File: src/hw/rtl/bpw_pkg.sv
// shared types and constants for the becke partition weight block
// no dependencies; imported by every module of the block

package bpw_pkg;

  // command codes on the input beat
  localparam logic CMD_LOAD  = 1'b0;
  localparam logic CMD_POINT = 1'b1;

  // register index, taken from paddr[2]
  localparam logic REG_ATOM_COUNT = 1'b0;
  localparam logic REG_SMOOTHING  = 1'b1;
  localparam int   PADDR_W        = 3;

  localparam int DIST_W   = 33;  // q17.16 distance, up to sqrt(3) * 2^32
  localparam int RAD_W    = 66;  // sum of three squared 32-bit differences
  localparam int REM_W    = 36;  // sqrt partial remainder
  localparam int Q_W      = 31;  // q1.30 magnitude, 1.0 inclusive
  localparam int SUM_W    = 36;  // sum of up to 63 cell values
  localparam int QUO_W    = 32;
  localparam int STEP_W   = 6;

  localparam logic [STEP_W-1:0] RATIO_STEPS = 6'd30;
  localparam logic [STEP_W-1:0] FINAL_STEPS = 6'd32;

  typedef logic [DIST_W-1:0] dist_t;
  typedef logic [Q_W-1:0]    q30_t;

  localparam q30_t ONE_Q30 = 31'h4000_0000;

  // request to the shared divider: quotient bits come from
  // {rem, shin} / den one bit a step
  typedef struct packed {
    logic [SUM_W-1:0]  rem;
    logic [SUM_W-1:0]  den;
    logic [QUO_W-1:0]  shin;
    logic [STEP_W-1:0] steps;
  } div_req_t;

endpackage

File: src/hw/rtl/bpw_smooth.sv
// becke smoothing polynomial u <- (3u - u^3)/2 on |u|, one shared multiplier
// depends on bpw_pkg

module bpw_smooth import bpw_pkg::*; (
  input  logic       clk,
  input  logic       rst,
  input  logic       start,
  input  q30_t       a_in,
  input  logic [4:0] rounds,
  output logic       done,
  output q30_t       a_out
);

  logic [2*Q_W-1:0] m;
  logic [1:0]       ph;
  logic [4:0]       rcnt;
  logic             run;
  q30_t             mul_a;
  logic [32:0]      nxt;

  // a*a first, then (a^2 >> 30) * a
  assign mul_a = (ph == 2'd0) ? a_out : m[60:30];
  assign nxt   = {2'b00, a_out} + {1'b0, a_out, 1'b0} - {2'b00, m[60:30]};

  always_ff @(posedge clk) begin
    if (rst) begin
      run  <= 1'b0;
      done <= 1'b0;
    end else begin
      done <= 1'b0;
      if (start) begin
        a_out <= a_in;
        rcnt  <= rounds;
        ph    <= 2'd0;
        run   <= 1'b1;
      end else if (run) begin
        if (ph == 2'd2) begin
          a_out <= nxt[31:1];
          ph    <= 2'd0;
          rcnt  <= rcnt - 5'd1;
          if (rcnt == 5'd1) begin
            run  <= 1'b0;
            done <= 1'b1;
          end
        end else begin
          m  <= mul_a * a_out;
          ph <= ph + 2'd1;
        end
      end
    end
  end

endmodule

File: config.mk
export PLATFORM = sky130hd
export DESIGN_NAME = bpw_smooth
export DESIGN_NICKNAME = d
export VERILOG_FILES = /design/src/hw/rtl/bpw_pkg.sv /design/src/hw/rtl/bpw_smooth.sv
export SDC_FILE = /design/constraint.sdc
export NUM_CORES = 2
export LEC_CHECK = 0
export BUFFER_PORTS_ARGS = -buffer_cell sky130_fd_sc_hd__buf_4
export CORE_ASPECT_RATIO = 1.75
export CORE_UTILIZATION = 58
export CTS_CLUSTER_SIZE = 25
export DETAILED_ROUTE_END_ITERATION = 8
export HOLD_SLACK_MARGIN = 0.1
export PLACE_DENSITY = 0.81
export REMOVE_ABC_BUFFERS = 1
export SETUP_SLACK_MARGIN = 0.1
export SYNTH_ARGS = -nofsm -noshare
export SYNTH_HDL_FRONTEND = slang
export SYNTH_SLANG_ARGS = --single-unit
File: constraint.sdc
create_clock -name clk -period 9.23 [get_ports clk]
set_clock_uncertainty 0.15 [all_clocks]
set_input_delay 1.846 -clock clk [delete_from_list [all_inputs] [get_ports clk]]
set_output_delay 1.846 -clock clk [all_outputs]
set_load 0.005 [all_outputs]
==> impl_metrics.tcl <==
set metrics [dict create \
    path_class "flip-flop to flip-flop" \
    yosysWarningCount 0 \
    die-area_um2 60500 \
    core_region_area_um2 59100 \
    worst_slew_margin_rel 0.212 \
    final_core_utilization 0.632 \
    synth.top_cell.area_share 0.502 \
    report.final.hold_viol_count 0 \
    drt.antenna.violating_nets 0 \
    layout_worst_path_cycle_share 1.01 \
    run_status "finished with violations" \
    max_slew.worst_pin.slew_ns 1.17 \
    crit_path_end_kind "flip-flop" \
    yosysUniqueCellTypes 72 \
    floorplan.rows 118 \
    async_flop_share 0 \
    synth-edff-count 69 \
    initial_core_util 0.584 \
    die_h_um 325 \
    violated_checks "negative setup slack" \
    postLayoutSetupSlackWorst_ns -0.126 \
    drtIter0Drc 2514 \
    req_time_crit_path_ns 9.21 \
    setup_viol 3 \
    startpoint_type "flip-flop" \
    area.sequential_um2 2110 \
    clock_tree.buffer_depth 2 \
    cts-htree-levels 3 \
    hold_class "flip-flop to flip-flop" \
    detailroute.via_count 28088 \
    globalRouteTotalUtil 0.432 \
    critical_path.max_fanout 13 \
    path_common_cell "fa_1" \
    postSynth.topFlopCell "edfxtp_1" \
    first_pass_grt_wire_length_mm 186 \
    max_clock_freq_mhz 107 \
    netlist_top_cells_count "inv_1, fa_1, nand2_1" \
    yosys.area.top_type "fa_1" \
    cp-startpoint "ph[1]" \
    placement.setup.worst_slack_ns -0.0823 \
    fill_cells 5016 \
    multi_input_comb_area_um2 28500 \
    route.detailed.wl_per_inst_um 26.9 \
    worst_hold_startpoint "run" \
    slew_violations 0 \
    clock_sinks 71 \
    drv_cap 0 \
    design.portCount 71 \
    fin_nets 5070 \
    first_global_vias 31040 \
    detail_route.wirelength_mm 126 \
    gp_routability_congestion 1.04 \
    die_w_um 186 \
    rr_worst_depth 27 \
    synth_area_leaders "fa_1, ha_1, inv_1, edfxtp_1, nand2_1" \
    detailedRoute.firstPassIterationCount 8 \
    crit-reg2reg-launch "ph[1]" \
    port_buffers 70 \
    cell_area_after_technology_mapping_um2 34500 \
    synth_instances 3807 \
    critical-path-max-stage-delay_ns 0.77 \
    holdPathStages 2 \
    post-synth-top-count-cell "inv_1" \
    grt_max_degree 77 \
    antenna_found_initial 11 \
    hold_bufs_at_cts 0 \
    grt_overflow_total 0 \
    clock_latency_on_the_worst_skew_pair_ns 0.38 \
    ys_seq_elements 71 \
    place_hpwl_mm 99.5 \
    vias_per_cell 6.01 \
    crit_slowest_cell "fa_2" \
    syn_to_final_growth_pct 8.17 \
    postSynthAreaPerCell_um2 9.07 \
    cts.reportedPaths.clkPinSlew_ns 0.07 \
    seq_area_frac_synth 0.0612 \
    layout-drive-gt1-share 0.0913 \
    cts_tree "done" \
    drc 0 \
    cts.root.buffer_cell "clkbuf_16" \
    period_needed_ns 9.36 \
    cts-buffers-inserted 9 \
    worst_ep_arrival_time_ns 9.33 \
]
[kinds of logic after synthesis]
logic type | after synthesis | synth area share
adder cells (fa/ha/maj) | 1147 | 0.604
buffers and inverters | 1100 | 0.120
multiplexers | 60 | 0.0187
XOR/XNOR | 59 | 0.0150
AO/OA/AOI/OAI | 227 | 0.0439
flip-flops | 71 | 0.0612
AND/OR/NAND/NOR | 1143 | 0.137
[worst max-delay path, delay by kind of cell (launching register included)]
kind	cells	cell delay, ns
buffers and inverters	6	0.66
adders and majority gates	10	4.86
AOI/OAI and AO/OA	8	2.19
DFF	1	0.40
muxes	1	0.57
xor gates and xnor gates	1	0.08
and+or+nand+nor	1	0.17
[final timing paths]
| check | endpoint | slack [ns] |
|---|---|---|
| hold reg to reg | done | 0.37 |
| setup / recovery | m[48] | -0.13 |
| hold / removal | done | 0.37 |
| setup reg to reg | m[48] | -0.13 |
[flip-flops by register name (all words and copies together) (netlist names)]
| register | cells |
|---|---|
| rcnt | 5 |
| a_out | 31 |
| m | 31 |
| ph | 2 |
| done | 1 |
| run | 1 |
[routing by layer]
layer  global-route usage  vias up  part of all wire
met3                0.108      917              0.10
met2                0.719     1896              0.48
li1                     -    11284                 -
met5                    0        -           0.00086
met1                0.426    13975              0.28
met4                0.443       16              0.13
[cell type report]
type,count,area share
tap,780,0.0261
timing repair buffer,243,0.0533
antenna,5,0.000335
clock inverter,6,0.00248
multi-input combinational,2636,0.762
sequential,71,0.0566
clock buffer,10,0.00613
inverter,923,0.0930
[through the flow]
step / cell area, µm² / instances / hold slack (ns) / TNS (ns)
finish: 37300 / 4674 / 0.371 / -0.351
CTS: 37100 / 4662 / 0.365 / 0
floorplan: 33800 / 3630 / 0.311 / -13.93
detailed placement: 36800 / 4643 / 0.370 / -0.217
global route: 37300 / 4670 / 0.406 / -1.52
global placement: 36800 / 4643 / 0.357 / 0
[timing repair]
action	in CTS	in global routing
cloned	0	0
setup endpoints to repair	10	23
resized for setup	1	32
setup buffers	3	7
pin swaps	1	7
[cells in the final DEF (no fill, tap or decap), types with 6 or more instances in the layout]
cell type	n
mux2i_1	7
edfxtp_1	69
a21oi_1	55
fa_1	860
buf_4	227
nand2b_1	8
xor2_1	18
nor2b_1	7
xnor2_1	41
clkbuf_16	9
clkinv_1	6
mux2i_2	15
and3_1	7
o31ai_1	6
o21a_1	13
mux2_2	32
and2_1	120
nor2_1	471
buf_12	12
nand4_1	6
nand2_1	484
a21o_1	24
nor3_1	11
inv_1	912
o21ai_0	64
fa_2	6
o21ai_1	6
nand3_1	13
ha_1	279
Power is left out: the tool's default activity adds up to more than one toggle a clock period on the data nets, which glitch-free logic cannot reach.
