**src/hw/rtl/bpw_pkg.sv**
```systemverilog
// shared types and constants for the becke partition weight block
// no dependencies; imported by every module of the block

package bpw_pkg;

  // command codes on the input beat
  localparam logic CMD_LOAD  = 1'b0;
  localparam logic CMD_POINT = 1'b1;

  // register index, taken from paddr[2]
  localparam logic REG_ATOM_COUNT = 1'b0;
  localparam logic REG_SMOOTHING  = 1'b1;
  localparam int   PADDR_W        = 3;

  localparam int DIST_W   = 33;  // q17.16 distance, up to sqrt(3) * 2^32
  localparam int RAD_W    = 66;  // sum of three squared 32-bit differences
  localparam int REM_W    = 36;  // sqrt partial remainder
  localparam int Q_W      = 31;  // q1.30 magnitude, 1.0 inclusive
  localparam int SUM_W    = 36;  // sum of up to 63 cell values
  localparam int QUO_W    = 32;
  localparam int STEP_W   = 6;

  localparam logic [STEP_W-1:0] RATIO_STEPS = 6'd30;
  localparam logic [STEP_W-1:0] FINAL_STEPS = 6'd32;

  typedef logic [DIST_W-1:0] dist_t;
  typedef logic [Q_W-1:0]    q30_t;

  localparam q30_t ONE_Q30 = 31'h4000_0000;

  // request to the shared divider: quotient bits come from
  // {rem, shin} / den one bit a step
  typedef struct packed {
    logic [SUM_W-1:0]  rem;
    logic [SUM_W-1:0]  den;
    logic [QUO_W-1:0]  shin;
    logic [STEP_W-1:0] steps;
  } div_req_t;

endpackage

```
**src/hw/rtl/bpw_sqrt.sv**
```systemverilog
// bit-serial integer square root, one result bit per cycle
// depends on bpw_pkg

module bpw_sqrt import bpw_pkg::*; (
  input  logic             clk,
  input  logic             rst,
  input  logic             start,
  input  logic [RAD_W-1:0] radicand,
  output logic             done,
  output dist_t            root
);

  logic [RAD_W-1:0] rad_sh;
  logic [REM_W-1:0] rem;
  logic [REM_W-1:0] rem_sh;
  logic [REM_W-1:0] trial;
  logic             ge;
  logic [5:0]       cnt;
  logic             run;

  assign rem_sh = {rem[REM_W-3:0], rad_sh[RAD_W-1 -: 2]};
  assign trial  = {1'b0, root, 2'b01};
  assign ge     = rem_sh >= trial;

  always_ff @(posedge clk) begin
    if (rst) begin
      run  <= 1'b0;
      done <= 1'b0;
    end else begin
      done <= 1'b0;
      if (start) begin
        rad_sh <= radicand;
        rem    <= '0;
        root   <= '0;
        cnt    <= 6'(DIST_W);
        run    <= 1'b1;
      end else if (run) begin
        rad_sh <= {rad_sh[RAD_W-3:0], 2'b00};
        rem    <= ge ? rem_sh - trial : rem_sh;
        root   <= {root[DIST_W-2:0], ge};
        cnt    <= cnt - 6'd1;
        if (cnt == 6'd1) begin
          run  <= 1'b0;
          done <= 1'b1;
        end
      end
    end
  end

endmodule

```
**src/hw/rtl/bpw_dist.sv**
```systemverilog
// euclidean distance of two q16.16 positions: three squares, then root
// depends on bpw_pkg and bpw_sqrt

module bpw_dist import bpw_pkg::*; (
  input  logic               clk,
  input  logic               rst,
  input  logic               start,
  input  logic signed [31:0] a_x,
  input  logic signed [31:0] a_y,
  input  logic signed [31:0] a_z,
  input  logic signed [31:0] b_x,
  input  logic signed [31:0] b_y,
  input  logic signed [31:0] b_z,
  output logic               done,
  output dist_t              root
);

  logic [31:0]      d0, d1, d2, dsel;
  logic [1:0]       cnt;
  logic             run;
  logic             sq_go;
  logic [63:0]      prod;
  logic [RAD_W-1:0] acc;

  function automatic logic [31:0] abs_diff(logic signed [31:0] p, logic signed [31:0] q);
    logic signed [32:0] df;
    df = {p[31], p} - {q[31], q};
    return df[32] ? 32'(-df) : df[31:0];
  endfunction

  always_comb begin
    case (cnt)
      2'd0:    dsel = d0;
      2'd1:    dsel = d1;
      default: dsel = d2;
    endcase
  end

  always_ff @(posedge clk) begin
    if (rst) begin
      run   <= 1'b0;
      sq_go <= 1'b0;
    end else begin
      sq_go <= 1'b0;
      if (start) begin
        d0  <= abs_diff(a_x, b_x);
        d1  <= abs_diff(a_y, b_y);
        d2  <= abs_diff(a_z, b_z);
        cnt <= 2'd0;
        run <= 1'b1;
      end else if (run) begin
        prod <= dsel * dsel;
        if (cnt == 2'd1) acc <= {2'b00, prod};
        else if (cnt != 2'd0) acc <= acc + {2'b00, prod};
        cnt <= cnt + 2'd1;
        if (cnt == 2'd3) begin
          run   <= 1'b0;
          sq_go <= 1'b1;
        end
      end
    end
  end

  bpw_sqrt u_sqrt (
    .clk      (clk),
    .rst      (rst),
    .start    (sq_go),
    .radicand (acc),
    .done     (done),
    .root     (root)
  );

endmodule

```
**config.mk**
```make
export PLATFORM = sky130hd
export DESIGN_NAME = bpw_dist
export DESIGN_NICKNAME = d
export VERILOG_FILES = /design/src/hw/rtl/bpw_pkg.sv /design/src/hw/rtl/bpw_sqrt.sv /design/src/hw/rtl/bpw_dist.sv
export SDC_FILE = /design/constraint.sdc
export NUM_CORES = 2
export LEC_CHECK = 0
export ABC_AREA = 0
export BUFFER_PORTS_ARGS = -buffer_cell sky130_fd_sc_hd__buf_4
export CORE_ASPECT_RATIO = 0.75
export CORE_MARGIN = 2
export CORE_UTILIZATION = 45
export DETAILED_ROUTE_END_ITERATION = 10
export SLEW_MARGIN = 20
export SYNTH_ARGS = -nofsm -noshare
export SYNTH_HDL_FRONTEND = slang
export SYNTH_HIERARCHICAL = 1
export SYNTH_SLANG_ARGS = --single-unit
```
**constraint.sdc**
```tcl
create_clock -name clk -period 20.1 [get_ports clk]
set_clock_uncertainty 0.2 [all_clocks]
set_input_delay 0 -clock clk [delete_from_list [all_inputs] [get_ports clk]]
set_output_delay 0 -clock clk [all_outputs]
set_load 0.05 [all_outputs]
```
==> results.cfg <==
[finish]
area_delta_synth_final_pct = 9.73
layout_commonest_cell = inv_1
n_antenna_cell = 0
nNetsFinal = 7832
drive_above_1_share_pct = 7.75
fillers = 11700
utilization_pct = 49.9
final_cell_mix = inv_1 (1254), fa_1 (795), nand2_1 (520)

[synth]
synth_area_leaders = fa_1 (28%), edfxtp_1 (19%), ha_1 (11%)
syn-cell-area_sq_um = 56800
synth-edff-count = 366
yosys_warnings = 6
synth_nets = 7660
synth_flop_cell = edfxtp_1
synth_cells = 6177
synth_top_area_share_pct = 28.0
synthArstFlopShare_pct = 0
synth_cell_types = 101
synth-seq-area-share_pct = 19.5
syn_area_per_cell_sq_um = 9.19
yosysTopAreaCell = fa_1
ys_ff_latch = 370

[clocking]
cts_max_path_buffers = 3
worstSkewPairLatency_ns = 0.62
root_buffer = clkbuf_16
cts_buffers = 42
cts_tree = built
ctsResizeCount = 0
cts_setup_buffers = 0
h-tree-depth = 2
clock-sinks = 370
clk_pin_slew_ns = 0.07

[critical_path]
r2r_cells = 36
end_kind = register
crit_path_max_incr_delay_ns = 0.76
required_ns = 20.19
critical_path_class = reg -> reg
critical_path_arrival_ns = 11.47
reg2reg_from = cnt[0]
path_max_fanout = 36
cpMaxStageDelayCell = o41ai_1
ff2ff_setup_slack_ns = 8.73
reg2reg_to = prod[59]
critPathMostFrequentCell = inv_1
crit_path_start_kind = register

[placed_design]
port_buffers = 228
routabilityCongestion = 0.957
dpl.hpwl_mm = 130

[sta]
fin_setup_tns_ns = 0
rsz0062_at_grt = false
slew_headroom_pct = 29.9
setup_viol = 0
drv_slew = 0
fin_crit_ns = 11.37
fmax_mhz = 87.9
hold_viol = 0
tightest_slew_ns = 1.05
post-route-period-util_pct = 56.6

[detailed_routing]
drtIter0Drc = 3874
ant_nets = 0
route.vias.total = 43900
avgRoutedWirePerCell_um = 20.2
routed_wl_mm = 162
drc = 0
drt-pass1-iter-count = 5
vias_per_cell = 5.47

[floorplanning]
start_util_pct = 45.5
core_sq_um = 125000
dieWidth_um = 414
ios = 229
die_h_um = 312
row_count = 112
die-area_sq_um = 129000

[global_routing]
grt_pass1_wl_mm = 256
gr-total-overflow = 0
grt_max_degree = 98
antenna_found_initial = 0
grt_pass1_vias = 44400
grt_use_total_pct = 25.2

[status]
outcome = completed

[min_path]
min_from = a_x[3]
hold_class = in -> reg
worstHoldPathCells = 4
holdPathEnd = d0[3]

[run]
cap_violations = 0
==> metal layers <==
metal  up-vias  GRT usage, %  part of all wire [%]  routed length [um]
met1     21600          38.5                    48               77200
li1      20500             -                     -                   -
met3       223          4.10                   8.3               13400
met5         -             0                     0                   0
met2      1603          37.3                    42               67500
met4         0          5.52                   2.3                3790
==> synthesized netlist by cell type, drive strengths merged, types with 11 or more instances <==
cell and instances:
o21ai 253, a21oi 319, a211o 20, inv 1254, a2111oi 14, xor2 126, buf 37, nand4 52
a21o 169, a31o 13, nor2b 34, nor3 67, ha 493, nor3b 12, mux2 71, clkbuf 197
or3 20, a211oi 43, o31ai 31, a22o 32, nand2b 45, nand2 521, and2 28, xnor2 209
o41ai 11, o21bai 38, o211ai 19, nand3 68, a31oi 29, nor2 491, or2 14, fa 795
and3 45, or4 12, o21a 48, nor4 16, edfxtp 366
==> layout make-up <==
class / instances / area [sq um] / share of cell area (%)
flip-flops and latches: 370 / 11100 / 17.8
inverters: 1258 / 4720 / 7.58
clock buffers: 50 / 1080 / 1.73
clock inverters: 23 / 285 / 0.458
multi-input cells: 4315 / 40200 / 64.5
well taps: 1653 / 2070 / 3.32
repair buffers: 362 / 2900 / 4.65
==> how the worst max path moves through the flow <==
| stage | to | cells after the start | start | slack, ns |
|---|---|---|---|---|
| floorplan | prod[59] | 37 | cnt[0] | 10.30 |
| global placement | prod[59] | 36 | cnt[0] | 9.07 |
| detailed placement | prod[63] | 36 | cnt[0] | 8.90 |
| CTS | prod[63] | 36 | cnt[0] | 8.81 |
| global route | prod[63] | 36 | cnt[0] | 8.06 |
| finish | prod[59] | 36 | cnt[0] | 8.73 |
==> stage by stage <==
step / cells / hold slack, ns / area [sq um] / worst slack (ns)
2_1_floorplan: 6177 / -0.127 / 56800 / 10.30
3_3_place_gp: 7886 / 0.183 / 60200 / 9.07
3_5_place_dp: 7886 / 0.194 / 60200 / 8.90
4_1_cts: 8031 / 0.00231 / 62300 / 8.81
5_1_grt: 8031 / 0.0437 / 62300 / 8.06
6_report: 8031 / 0.0184 / 62300 / 8.73
==> state kept, by name, indices dropped and copies added, names as in the netlist, 2 cells and up <==
register and count:
acc 66, u_sqrt/rad_sh 66, prod 63, u_sqrt/rem 34, u_sqrt/root 33, d0 32
d1 32, d2 32, u_sqrt/cnt 6, cnt 2
==> worst max-delay path: cells and delay by family (launching register included) <==
kind,cells,cell delay [ns]
fa+ha+maj,10,4.79
simple gates,3,0.43
xor+xnor,1,0.18
buf+inv,12,2.10
flops,1,0.45
compound gates,10,2.89
==> cell families after synthesis <==
family | after synthesis | share of synthesized area (%)
flops | 370 | 19.5
simple gates | 1462 | 11.6
fa+ha+maj | 1288 | 38.9
xor+xnor | 336 | 5.21
buf+inv | 1492 | 9.95
compound gates | 1148 | 13.2
mux | 81 | 1.58
==> what timing repair did <==
| item | in CTS | in global routing |
|---|---|---|
| setup endpoints to repair | 0 | 0 |
| hold buffers | 72 | 0 |
| hold endpoints to repair | 114 | 0 |
Power is not shown: default switching activity piles up to over one toggle a cycle in this logic, so the estimate is an artifact.
