File: config.mk
export PLATFORM = sky130hd
export DESIGN_NAME = bpw_div
export DESIGN_NICKNAME = d
export VERILOG_FILES = /design/src/hw/rtl/bpw_pkg.sv /design/src/hw/rtl/bpw_div.sv
export SDC_FILE = /design/constraint.sdc
export NUM_CORES = 1
export LEC_CHECK = 0
export ABC_AREA = 1
export BUFFER_PORTS_ARGS = -buffer_cell sky130_fd_sc_hd__buf_2
export CAP_MARGIN = 30
export CORE_MARGIN = 10
export CORE_UTILIZATION = 30
export CTS_CLUSTER_SIZE = 25
export DETAILED_ROUTE_END_ITERATION = 8
export HOLD_SLACK_MARGIN = 0.03
export SYNTH_ARGS = -nofsm -noshare
export SYNTH_HDL_FRONTEND = slang
export SYNTH_SLANG_ARGS = --single-unit
File: constraint.sdc
create_clock -name clk -period 14.2 [get_ports clk]
set_input_delay 2.13 -clock clk [delete_from_list [all_inputs] [get_ports clk]]
set_output_delay 2.13 -clock clk [all_outputs]
set_load 0.02 [all_outputs]
File: src/hw/rtl/bpw_pkg.sv
// shared types and constants for the becke partition weight block
// no dependencies; imported by every module of the block

package bpw_pkg;

  // command codes on the input beat
  localparam logic CMD_LOAD  = 1'b0;
  localparam logic CMD_POINT = 1'b1;

  // register index, taken from paddr[2]
  localparam logic REG_ATOM_COUNT = 1'b0;
  localparam logic REG_SMOOTHING  = 1'b1;
  localparam int   PADDR_W        = 3;

  localparam int DIST_W   = 33;  // q17.16 distance, up to sqrt(3) * 2^32
  localparam int RAD_W    = 66;  // sum of three squared 32-bit differences
  localparam int REM_W    = 36;  // sqrt partial remainder
  localparam int Q_W      = 31;  // q1.30 magnitude, 1.0 inclusive
  localparam int SUM_W    = 36;  // sum of up to 63 cell values
  localparam int QUO_W    = 32;
  localparam int STEP_W   = 6;

  localparam logic [STEP_W-1:0] RATIO_STEPS = 6'd30;
  localparam logic [STEP_W-1:0] FINAL_STEPS = 6'd32;

  typedef logic [DIST_W-1:0] dist_t;
  typedef logic [Q_W-1:0]    q30_t;

  localparam q30_t ONE_Q30 = 31'h4000_0000;

  // request to the shared divider: quotient bits come from
  // {rem, shin} / den one bit a step
  typedef struct packed {
    logic [SUM_W-1:0]  rem;
    logic [SUM_W-1:0]  den;
    logic [QUO_W-1:0]  shin;
    logic [STEP_W-1:0] steps;
  } div_req_t;

endpackage

File: src/hw/rtl/bpw_div.sv
// restoring divider, one quotient bit per cycle, shared by ratio and weight
// depends on bpw_pkg

module bpw_div import bpw_pkg::*; (
  input  logic             clk,
  input  logic             rst,
  input  logic             start,
  input  div_req_t         req,
  output logic             done,
  output logic [QUO_W-1:0] quo
);

  logic [SUM_W-1:0]  rem;
  logic [SUM_W-1:0]  den;
  logic [QUO_W-1:0]  sh;
  logic [STEP_W-1:0] cnt;
  logic              run;
  logic [SUM_W:0]    r2;
  logic [SUM_W:0]    df;
  logic              ge;

  assign r2 = {rem, sh[QUO_W-1]};
  assign ge = r2 >= {1'b0, den};
  assign df = r2 - {1'b0, den};

  always_ff @(posedge clk) begin
    if (rst) begin
      run  <= 1'b0;
      done <= 1'b0;
    end else begin
      done <= 1'b0;
      if (start) begin
        rem <= req.rem;
        den <= req.den;
        sh  <= req.shin;
        cnt <= req.steps;
        quo <= '0;
        run <= 1'b1;
      end else if (run) begin
        rem <= ge ? df[SUM_W-1:0] : r2[SUM_W-1:0];
        sh  <= {sh[QUO_W-2:0], 1'b0};
        quo <= {quo[QUO_W-2:0], ge};
        cnt <= cnt - STEP_W'(1);
        if (cnt == STEP_W'(1)) begin
          run  <= 1'b0;
          done <= 1'b1;
        end
      end
    end
  end

endmodule

==> results.json, run 1 <==
{
  "outcome": "finished, final reports clean",
  "hpwl_um": 18700,
  "reg2regPathDepth": 13,
  "cts_buffer_depth": 2,
  "drc": 0,
  "routedWlPerCell_um": 14.6,
  "rrSetupSlack_ns": 11.33,
  "crit_top_cell": "buf_4",
  "hp-class": "reg -> reg",
  "cts_tree": "built",
  "yosysSeqAreaShare_pct": 47.9,
  "crit_type": "in -> reg",
  "endpoint_kind": "flop",
  "hold_path.startpoint": "sh[25]",
  "crit_slowest_cell": "buf_4",
  "clock-sinks": 144,
  "tightest_slew_ns": 0.793,
  "fmaxAchievable_mhz": 289,
  "num_vias": 7458,
  "ioPinCount": 146,
  "hold_end": "sh[26]",
  "ys_top_cells_by_area": "edfxtp_1 47%, nand2_1 19%, inv_1 7.6%",
  "htree_levels": 4,
  "die_h_um": 193,
  "die_area_mm2": 0.0373,
  "hold_depth": 2,
  "slew_viol_final": 0,
  "portBuffers": 145,
  "drv_cap": 0,
  "synthCells": 1145,
  "drt_iter0_drc": 497,
  "fin_setup_tns_ns": 0,
  "root_buffer": "clkbuf_16",
  "max_slew_margin_pct": 47.1,
  "layout_min_cycle_time_ns": 3.46,
  "num_rows": 63,
  "ir_drop_uv": 72.8,
  "syn-num-nets": 1297,
  "gp_congestion": 0.918,
  "ys_warn_count": 0,
  "antenna_left": 0,
  "grt_antenna_before_repair": 3,
  "synth_cell_type_count": 37,
  "ys_ff_latch": 144,
  "netlist_area_mm2": 0.00899,
  "grt_pass1_wl_um": 39600,
  "post-route-period-util_pct": 24.3,
  "rsz0062_at_grt": "no",
  "worstPathCellList": "buf_4 > inv_2 > buf_4 > a21oi_4 > buf_4",
  "crit_path_start_kind": "primary input",
  "grt_pass1_vias": 7589,
  "syn_avg_cell_area_um2": 7.85,
  "finalClockSkew_ns": 0.0110,
  "n_antenna_cell": 0,
  "firstDrtPassIters": 5,
  "path_max_fanout": 72,
  "grt.overflow.total": 0,
  "nets": 1439,
  "gr-usage-all-layers_pct": 13.4,
  "final_cell_mix": "450 x nand2_1, 181 x inv_1, 144 x buf_2, 142 x edfxtp_1, 84 x nor2_1",
  "arrival_ns": 3.52,
  "fin_hold_ws_ns": 0.513,
  "synth_top_area_share_pct": 47.4,
  "drive_above_1_share_pct": 16.4,
  "power.density_mw_per_mm2": 120,
  "initial_core_util_pct": 30.3,
  "final_common_cell": "nand2_1",
  "cts_buffers": 17,
  "r2r_start": "rem[14]",
  "p_leak_nw": 5.34,
  "power_mw": 1.29,
  "cp.required_ns": 14.26,
  "clkLatencyLatePin_ns": 0.44,
  "worstReg2RegEnd": "rem[31]",
  "finalHoldViolCount": 0,
  "cpPeakStageDelay_ns": 0.65,
  "setup_viol": 0,
  "yosysTopAreaCell": "edfxtp_1",
  "clk_pin_slew_ns": 0.06,
  "grt_max_degree": 73,
  "ctsResizeCount": 0,
  "wirelength_um": 24600,
  "area_growth_syn_to_layout_pct": 19.5,
  "core_area_mm2": 0.0296,
  "die_w_um": 193,
  "viasPerCell": 4.41,
  "cts_hold_buf": 0,
  "cts_setup_buffers": 0
}
## worst max-delay path by stage
stage	from	to	slack [ns]	cells past startpoint
6_report	start	sh[17]	10.74	5
5_1_grt	start	quo[31]	10.61	5
4_1_cts	start	quo[31]	10.71	5
3_5_place_dp	start	quo[14]	10.25	5
3_3_place_gp	start	quo[23]	10.27	5
2_1_floorplan	start	cnt[0]	6.24	2
## kinds of logic (layout without fill, tap and decap cells)
group	count (synthesis)	in the layout	synth area share, %
xor gates and xnor gates	19	19	1.85
and+or+nand+nor	680	680	32.2
buffers and inverters	214	369	9.45
AOI/OAI and AO/OA	49	49	3.09
DFF	144	144	47.9
adders and majority gates	39	39	5.51
## synth_stat cells
master    number
nor4_1         2
inv_1        181
dfxtp_1        2
nand3b_1      37
nor2_2         5
nor2_1        85
and2_0         1
edfxtp_1     142
nor3_2         2
inv_2          5
nor3_1         9
xor2_1         2
o21a_1         1
nand2_1      450
nand4_1        7
buf_6          5
and3_1         1
and2_1         1
ha_1          38
nand2b_1       1
a31oi_1        1
nand3_1       65
a21o_1         3
buf_2          7
nand2_4        1
o21bai_1       4
fa_1           1
o21ai_0       13
buf_1          2
nand3_2        1
clkbuf_1      14
nand2_8        1
a21oi_2        3
or2_2          1
xnor2_1       17
a21oi_1       24
nand2_2       10
## layer usage
metal  GRT usage, %  part of all wire (%)  vias up
li1               -                     -     3905
met1           18.0                    48     3350
met2           21.0                    45      176
met3           3.69                   6.4       21
met4           3.49                  0.89        6
met5              0                  0.16        -
## state kept, by name, summed over array words and instances, names as in the netlist
| signal | count |
|---|---|
| cnt | 6 |
| den | 36 |
| done | 1 |
| quo | 32 |
| rem | 36 |
| run | 1 |
| sh | 32 |
## critical path, delay by kind of cell
kind / cells / cell delay, ns
AOI/OAI and AO/OA: 1 / 0.22
buffers and inverters: 4 / 1.12
## stage by stage
stage / area, µm² / cells / util [%] / setup slack (ns)
floorplan: 8990 / 1145 / - / 6.24
global placement: 10100 / 1656 / 34.1 / 10.27
detailed placement: 10100 / 1658 / 34.2 / 10.25
CTS: 10700 / 1690 / 36.2 / 10.71
global route: 10700 / 1690 / 36.2 / 10.61
finish: 10700 / 1690 / 36.2 / 10.74
## power breakdown
group	leakage [nW]	switching (mW)	internal (mW)	total (mW)
clock	0.294	0.212	0.253	0.465
combinational	3.66	0.193	0.107	0.301
sequential	1.38	0.0127	0.508	0.521
total	5.34	0.418	0.868	1.29
## cell type report
class                      instances  area, µm²
fill                            3247      18900
sequential                       144       4300
multi-input combinational        787       3860
timing repair buffer             151        798
inverter                         186        698
tap                              390        488
clock buffer                      18        429
clock inverter                    14        166
No activity file was read; power rests on OpenSTA's default activity.
==> run 2, diff against run 1 <==
clock period = 3.1 ns   (was 14.2 ns; I/O delays follow)
==> run 2 against run 1 <==
Net effect: non-clock buffer count up 4; core utilization barely moved; clock skew about the same; sequential share of layout area about the same; combinational power rose to 4.6 times the previous value; clock-buffer cell count shrank 1; sequential power grew to 4.6 times the previous value; global-route usage about the same; routed wire length grew 0.68%; flip-flop and latch count stayed put.
==> results.json, run 2 (synthesis gave the netlist of run 1 again) <==
{
  "fmaxAchievable_mhz": 374,
  "wirelength_um": 24800,
  "outcome": "finished, final reports clean",
  "ioPinCount": 146,
  "finalHoldViolCount": 0,
  "grt_pass1_wl_um": 39600,
  "cts_buffers": 17,
  "fin_setup_tns_ns": 0,
  "endpoint_kind": "flop",
  "final_common_cell": "nand2_1",
  "die_area_mm2": 0.0373,
  "fin_area_mm2": 0.0107,
  "largest_registers": "den (36), rem (36)",
  "grt_antenna_before_repair": 13,
  "cts_setup_buffers": 0,
  "ctsResizeCount": 0,
  "clk_pin_slew_ns": 0.06,
  "core_area_mm2": 0.0296,
  "crit_path_start_kind": "flop",
  "layout_min_cycle_time_ns": 2.67,
  "rrSetupSlack_ns": 0.43,
  "drt_iter0_drc": 402,
  "clock-sinks": 144,
  "num_rows": 63,
  "drv_cap": 0,
  "worstReg2RegEnd": "rem[31]",
  "cts_buffer_depth": 2,
  "hpwl_um": 18800,
  "firstDrtPassIters": 5,
  "tightest_slew_ns": 0.743,
  "cts_tree": "built",
  "p_leak_nw": 5.33,
  "num_vias": 7513,
  "grt.overflow.total": 0,
  "die_w_um": 193,
  "area_growth_syn_to_layout_pct": 19.3,
  "final_cell_mix": "450 x nand2_1, 181 x inv_1, 144 x buf_2, 142 x edfxtp_1, 84 x nor2_1",
  "slew_viol_final": 0,
  "path_max_fanout": 37,
  "clkLatencyLatePin_ns": 0.43,
  "htree_levels": 4,
  "cp.required_ns": 3.29,
  "max_slew_margin_pct": 50.4,
  "antenna_left": 0,
  "dpl_cell_area_mm2": 0.0102,
  "setup_viol": 0,
  "viasPerCell": 4.42,
  "finalClockSkew_ns": 0.0110,
  "fin_ws_ns": 0.428,
  "die_h_um": 193,
  "post-route-period-util_pct": 86.2,
  "dp_slack_ns": 0.400,
  "power.density_mw_per_mm2": 544,
  "crit_start": "rem[27]",
  "drc": 0,
  "r2r_start": "rem[27]",
  "fill_cells": 3179,
  "initial_core_util_pct": 30.3,
  "routedWlPerCell_um": 14.6,
  "cts_hold_buf": 0,
  "nets": 1443,
  "grt_max_degree": 66,
  "gr-usage-all-layers_pct": 13.4,
  "root_buffer": "clkbuf_16",
  "gp_congestion": 0.930,
  "reg2regPathDepth": 13,
  "portBuffers": 145,
  "drive_above_1_share_pct": 16.4,
  "cp-endpoint": "rem[31]",
  "rsz0062_at_grt": "no",
  "hp-class": "in -> reg",
  "arrival_ns": 2.86,
  "crit_type": "reg -> reg",
  "ir_drop_uv": 374,
  "grt_pass1_vias": 7590
}
## run 2: cell types whose count changed in the layout (fill, tap and decap cells not counted), sizes merged, moves of 4 or more
| cell | before | now |
|---|---|---|
| clkinv | 3 | 7 |
| inv | 196 | 189 |
| buf | 151 | 155 |
| diode | 0 | 6 |
## run 2: worst max-delay path: stages (launching register included)
cell	delay (ns)
edfxtp_1	0.40
ha_1	0.39
a21oi_1	0.27
inv_1	0.08
a21oi_2	0.14
nand2_1	0.08
a21oi_2	0.15
nand2_2	0.09
nand2_4	0.21
nand2_8	0.22
nand2_2	0.20
nand2_1	0.07
nand2_1	0.06
nand2_1	0.04
## run 2: final cells by class
| class | count | area [µm²] | share of cell area (%) |
|---|---|---|---|
| clock buffer | 17 | 425 | 3.96 |
| sequential | 144 | 4300 | 40.1 |
| tap | 390 | 488 | 4.55 |
| antenna | 6 | 15.0 | 0.140 |
| timing repair buffer | 155 | 803 | 7.49 |
| inverter | 186 | 698 | 6.51 |
| clock inverter | 13 | 140 | 1.31 |
| multi-input combinational | 787 | 3860 | 35.9 |
## run 2: routing by layer
metal  routed length (µm)  vias to the layer above  track usage (%)
met1                11000                     3365             16.6
met4                  300                       14             3.37
met5                   97                        -                0
li1                     -                     3916                -
met2                11000                      179             20.9
met3                 2370                       39             6.08
## run 2: worst min path at each step
stage	start	to	cells after the start
after global placement	sh[4]	sh[5]	2
after detailed placement	sh[24]	sh[25]	2
after global routing	req[69]	den[31]	1
final	req[40]	den[2]	1
after CTS	req[67]	den[29]	1
after floorplan	run	done	2
## run 2: power breakdown
| part | internal [mW] | switching [mW] | total, mW | leakage (nW) |
|---|---|---|---|---|
| Clock | 1.18 | 0.888 | 2.07 | 0.276 |
| Combinational | 0.493 | 0.884 | 1.38 | 3.67 |
| Sequential | 2.33 | 0.0582 | 2.39 | 1.38 |
| Total | 4.00 | 1.83 | 5.83 | 5.33 |
## run 2: through the flow
stage                     cells  power [mW]  util [%]  hold slack (ns)
after CTS                  1692        5.89      36.2            0.188
final                      1698        5.83      36.2            0.203
after detailed placement   1662        3.81      34.2            0.498
after global placement     1662        3.79      34.2            0.492
after floorplan            1145        3.43         -            0.480
after global routing       1693        6.18      36.2            0.183
==> run 3, diff against run 2 <==
CORE_MARGIN = unset   (was 10)
PLACE_DENSITY_LB_ADDON = 0.1   (was unset)
clock period = 2.8 ns   (was 3.1 ns; I/O delays follow)
==> run 3 against run 2 <==
Net effect: non-clock buffer count shrank 1; global-route usage grew 3.2 points; critical path type unchanged; die area is 18% lower; first-iteration DRC count decreased by 5.5%.
==> results.json, run 3 (synthesis gave the netlist of run 1 again) <==
{
  "final_cell_mix": "450 x nand2_1, 181 x inv_1, 144 x buf_2, 142 x edfxtp_1, 84 x nor2_1",
  "power_mw": 6.37,
  "antenna_left": 0,
  "cp.required_ns": 2.99,
  "grt_pass1_vias": 7753,
  "hold_end": "den[30]",
  "grt_pass1_wl_um": 39800,
  "grt.overflow.total": 0,
  "crit_buf_inv": 3,
  "area_growth_syn_to_layout_pct": 19.6,
  "setup_viol": 0,
  "num_rows": 63,
  "clk_pin_slew_ns": 0.07,
  "viasPerCell": 4.35,
  "finalHoldViolCount": 0,
  "hold_depth": 1,
  "largest_registers": "den (36), rem (36)",
  "drc": 0,
  "placed_cells": 1661,
  "r2r_start": "rem[9]",
  "ir_drop_uv": 427,
  "root_buffer": "clkbuf_16",
  "nets": 1442,
  "layout_min_cycle_time_ns": 2.55,
  "dp_slack_ns": 0.0920,
  "worstReg2RegEnd": "rem[21]",
  "crit_top_cell": "nand2_2",
  "outcome": "finished, final reports clean",
  "grt_max_degree": 82,
  "cpPeakStageDelay_ns": 0.40,
  "instances_no_fill": 1700,
  "crit_type": "reg -> reg",
  "fill_cells": 3219,
  "firstDrtPassIters": 5,
  "fin_setup_tns_ns": 0,
  "final_common_cell": "nand2_1",
  "rrSetupSlack_ns": 0.25,
  "grt_antenna_before_repair": 9,
  "drive_above_1_share_pct": 16.7,
  "endpoint_kind": "flop",
  "die_h_um": 175,
  "initial_core_util_pct": 30.4,
  "gp_congestion": 0.879,
  "drv_cap": 0,
  "slew_viol_final": 0,
  "htree_levels": 4,
  "hp-class": "in -> reg",
  "clkLatencyLatePin_ns": 0.44,
  "gr-usage-all-layers_pct": 16.6,
  "p_leak_nw": 5.33,
  "die_area_mm2": 0.0307,
  "path_max_fanout": 22,
  "tightest_slew_ns": 0.684,
  "crit_path_start_kind": "flop",
  "power.density_mw_per_mm2": 592,
  "post-route-period-util_pct": 91.2,
  "ioPinCount": 146,
  "hpwl_um": 17900,
  "finalClockSkew_ns": 0.0150,
  "core_area_mm2": 0.0296,
  "cts_buffer_depth": 2,
  "fmaxAchievable_mhz": 392,
  "portBuffers": 145,
  "drt_iter0_drc": 380,
  "cts_hold_buf": 0,
  "cts_tree": "built",
  "clock-sinks": 144,
  "max_slew_margin_pct": 54.4,
  "arrival_ns": 2.74,
  "cts_buffers": 17,
  "die_w_um": 175,
  "routedWlPerCell_um": 14.2,
  "cpLargestDelayFamily": "simple AND/OR/NAND/NOR gates",
  "crit_slowest_cell": "edfxtp_1",
  "rsz0062_at_grt": "no",
  "multi_input_area_mm2": 0.00387,
  "num_vias": 7396,
  "fin_ws_ns": 0.246,
  "reg2regPathDepth": 14,
  "regArea_mm2": 0.00430,
  "worstPathCellList": "ha_1 > nand2_1 > inv_2 > nand2_2 > inv_1 > a21oi_1 > nand2_2 > nand2_2 > nand2_2 > nand2_4 > buf_6 > nand3b_1 > nand3_1 > nand2_1",
  "hold_path.startpoint": "req[68]",
  "wirelength_um": 24100
}
-- run 3: cell types whose count changed in the layout (fill, tap and decap cells not counted), sizes merged --
cell	before	now
inv	189	194
diode	6	7
clkinv	7	6
buf	155	154
bufinv	2	0
-- run 3: worst max-delay path by stage --
stage                  from       to  slack, ns  cells past startpoint
floorplan             start   cnt[0]       0.08                      2
global placement    rem[27]  rem[21]       0.09                     12
detailed placement  rem[27]  rem[21]       0.09                     12
CTS                 rem[27]  rem[21]       0.06                     12
global route         rem[9]   rem[6]       0.01                     14
finish               rem[9]  rem[21]       0.25                     14
-- run 3: stage by stage --
step / hold slack [ns] / utilization [%] / cell area, µm²
after global routing: 0.125 / 36.3 / 10700
after CTS: 0.121 / 36.3 / 10700
final: 0.147 / 36.4 / 10800
after detailed placement: 0.500 / 34.4 / 10200
after global placement: 0.493 / 34.4 / 10200
after floorplan: 0.480 / - / 9000
-- run 3: cell type report --
class	count	share of cell area, %
flip-flops and latches	144	40.0
multi-input cells	787	35.9
repair buffers	154	7.78
inverters	186	6.49
well taps	390	4.54
clock buffers	17	3.95
clock inverters	15	1.14
diodes	7	0.163
-- run 3: timing repair --
| action | 4_1_cts | 5_1_grt |
|---|---|---|
| setup endpoints to repair | 0 | 28 |
| endpoints found under the hold margin | 0 | 0 |
| gates resized for setup | 0 | 3 |
| buffers inserted | 0 | 0 |
-- run 3: power breakdown --
part | switching (mW) | internal [mW]
registers | 0.0623 | 2.58
logic | 0.997 | 0.555
clock network | 1.02 | 1.16
-- run 3: layer usage --
metal,track usage (%),part of all wire (%)
met4,5.51,1.5
met3,4.55,5.5
met2,26.6,45
met1,21.5,48
met5,0,0.079
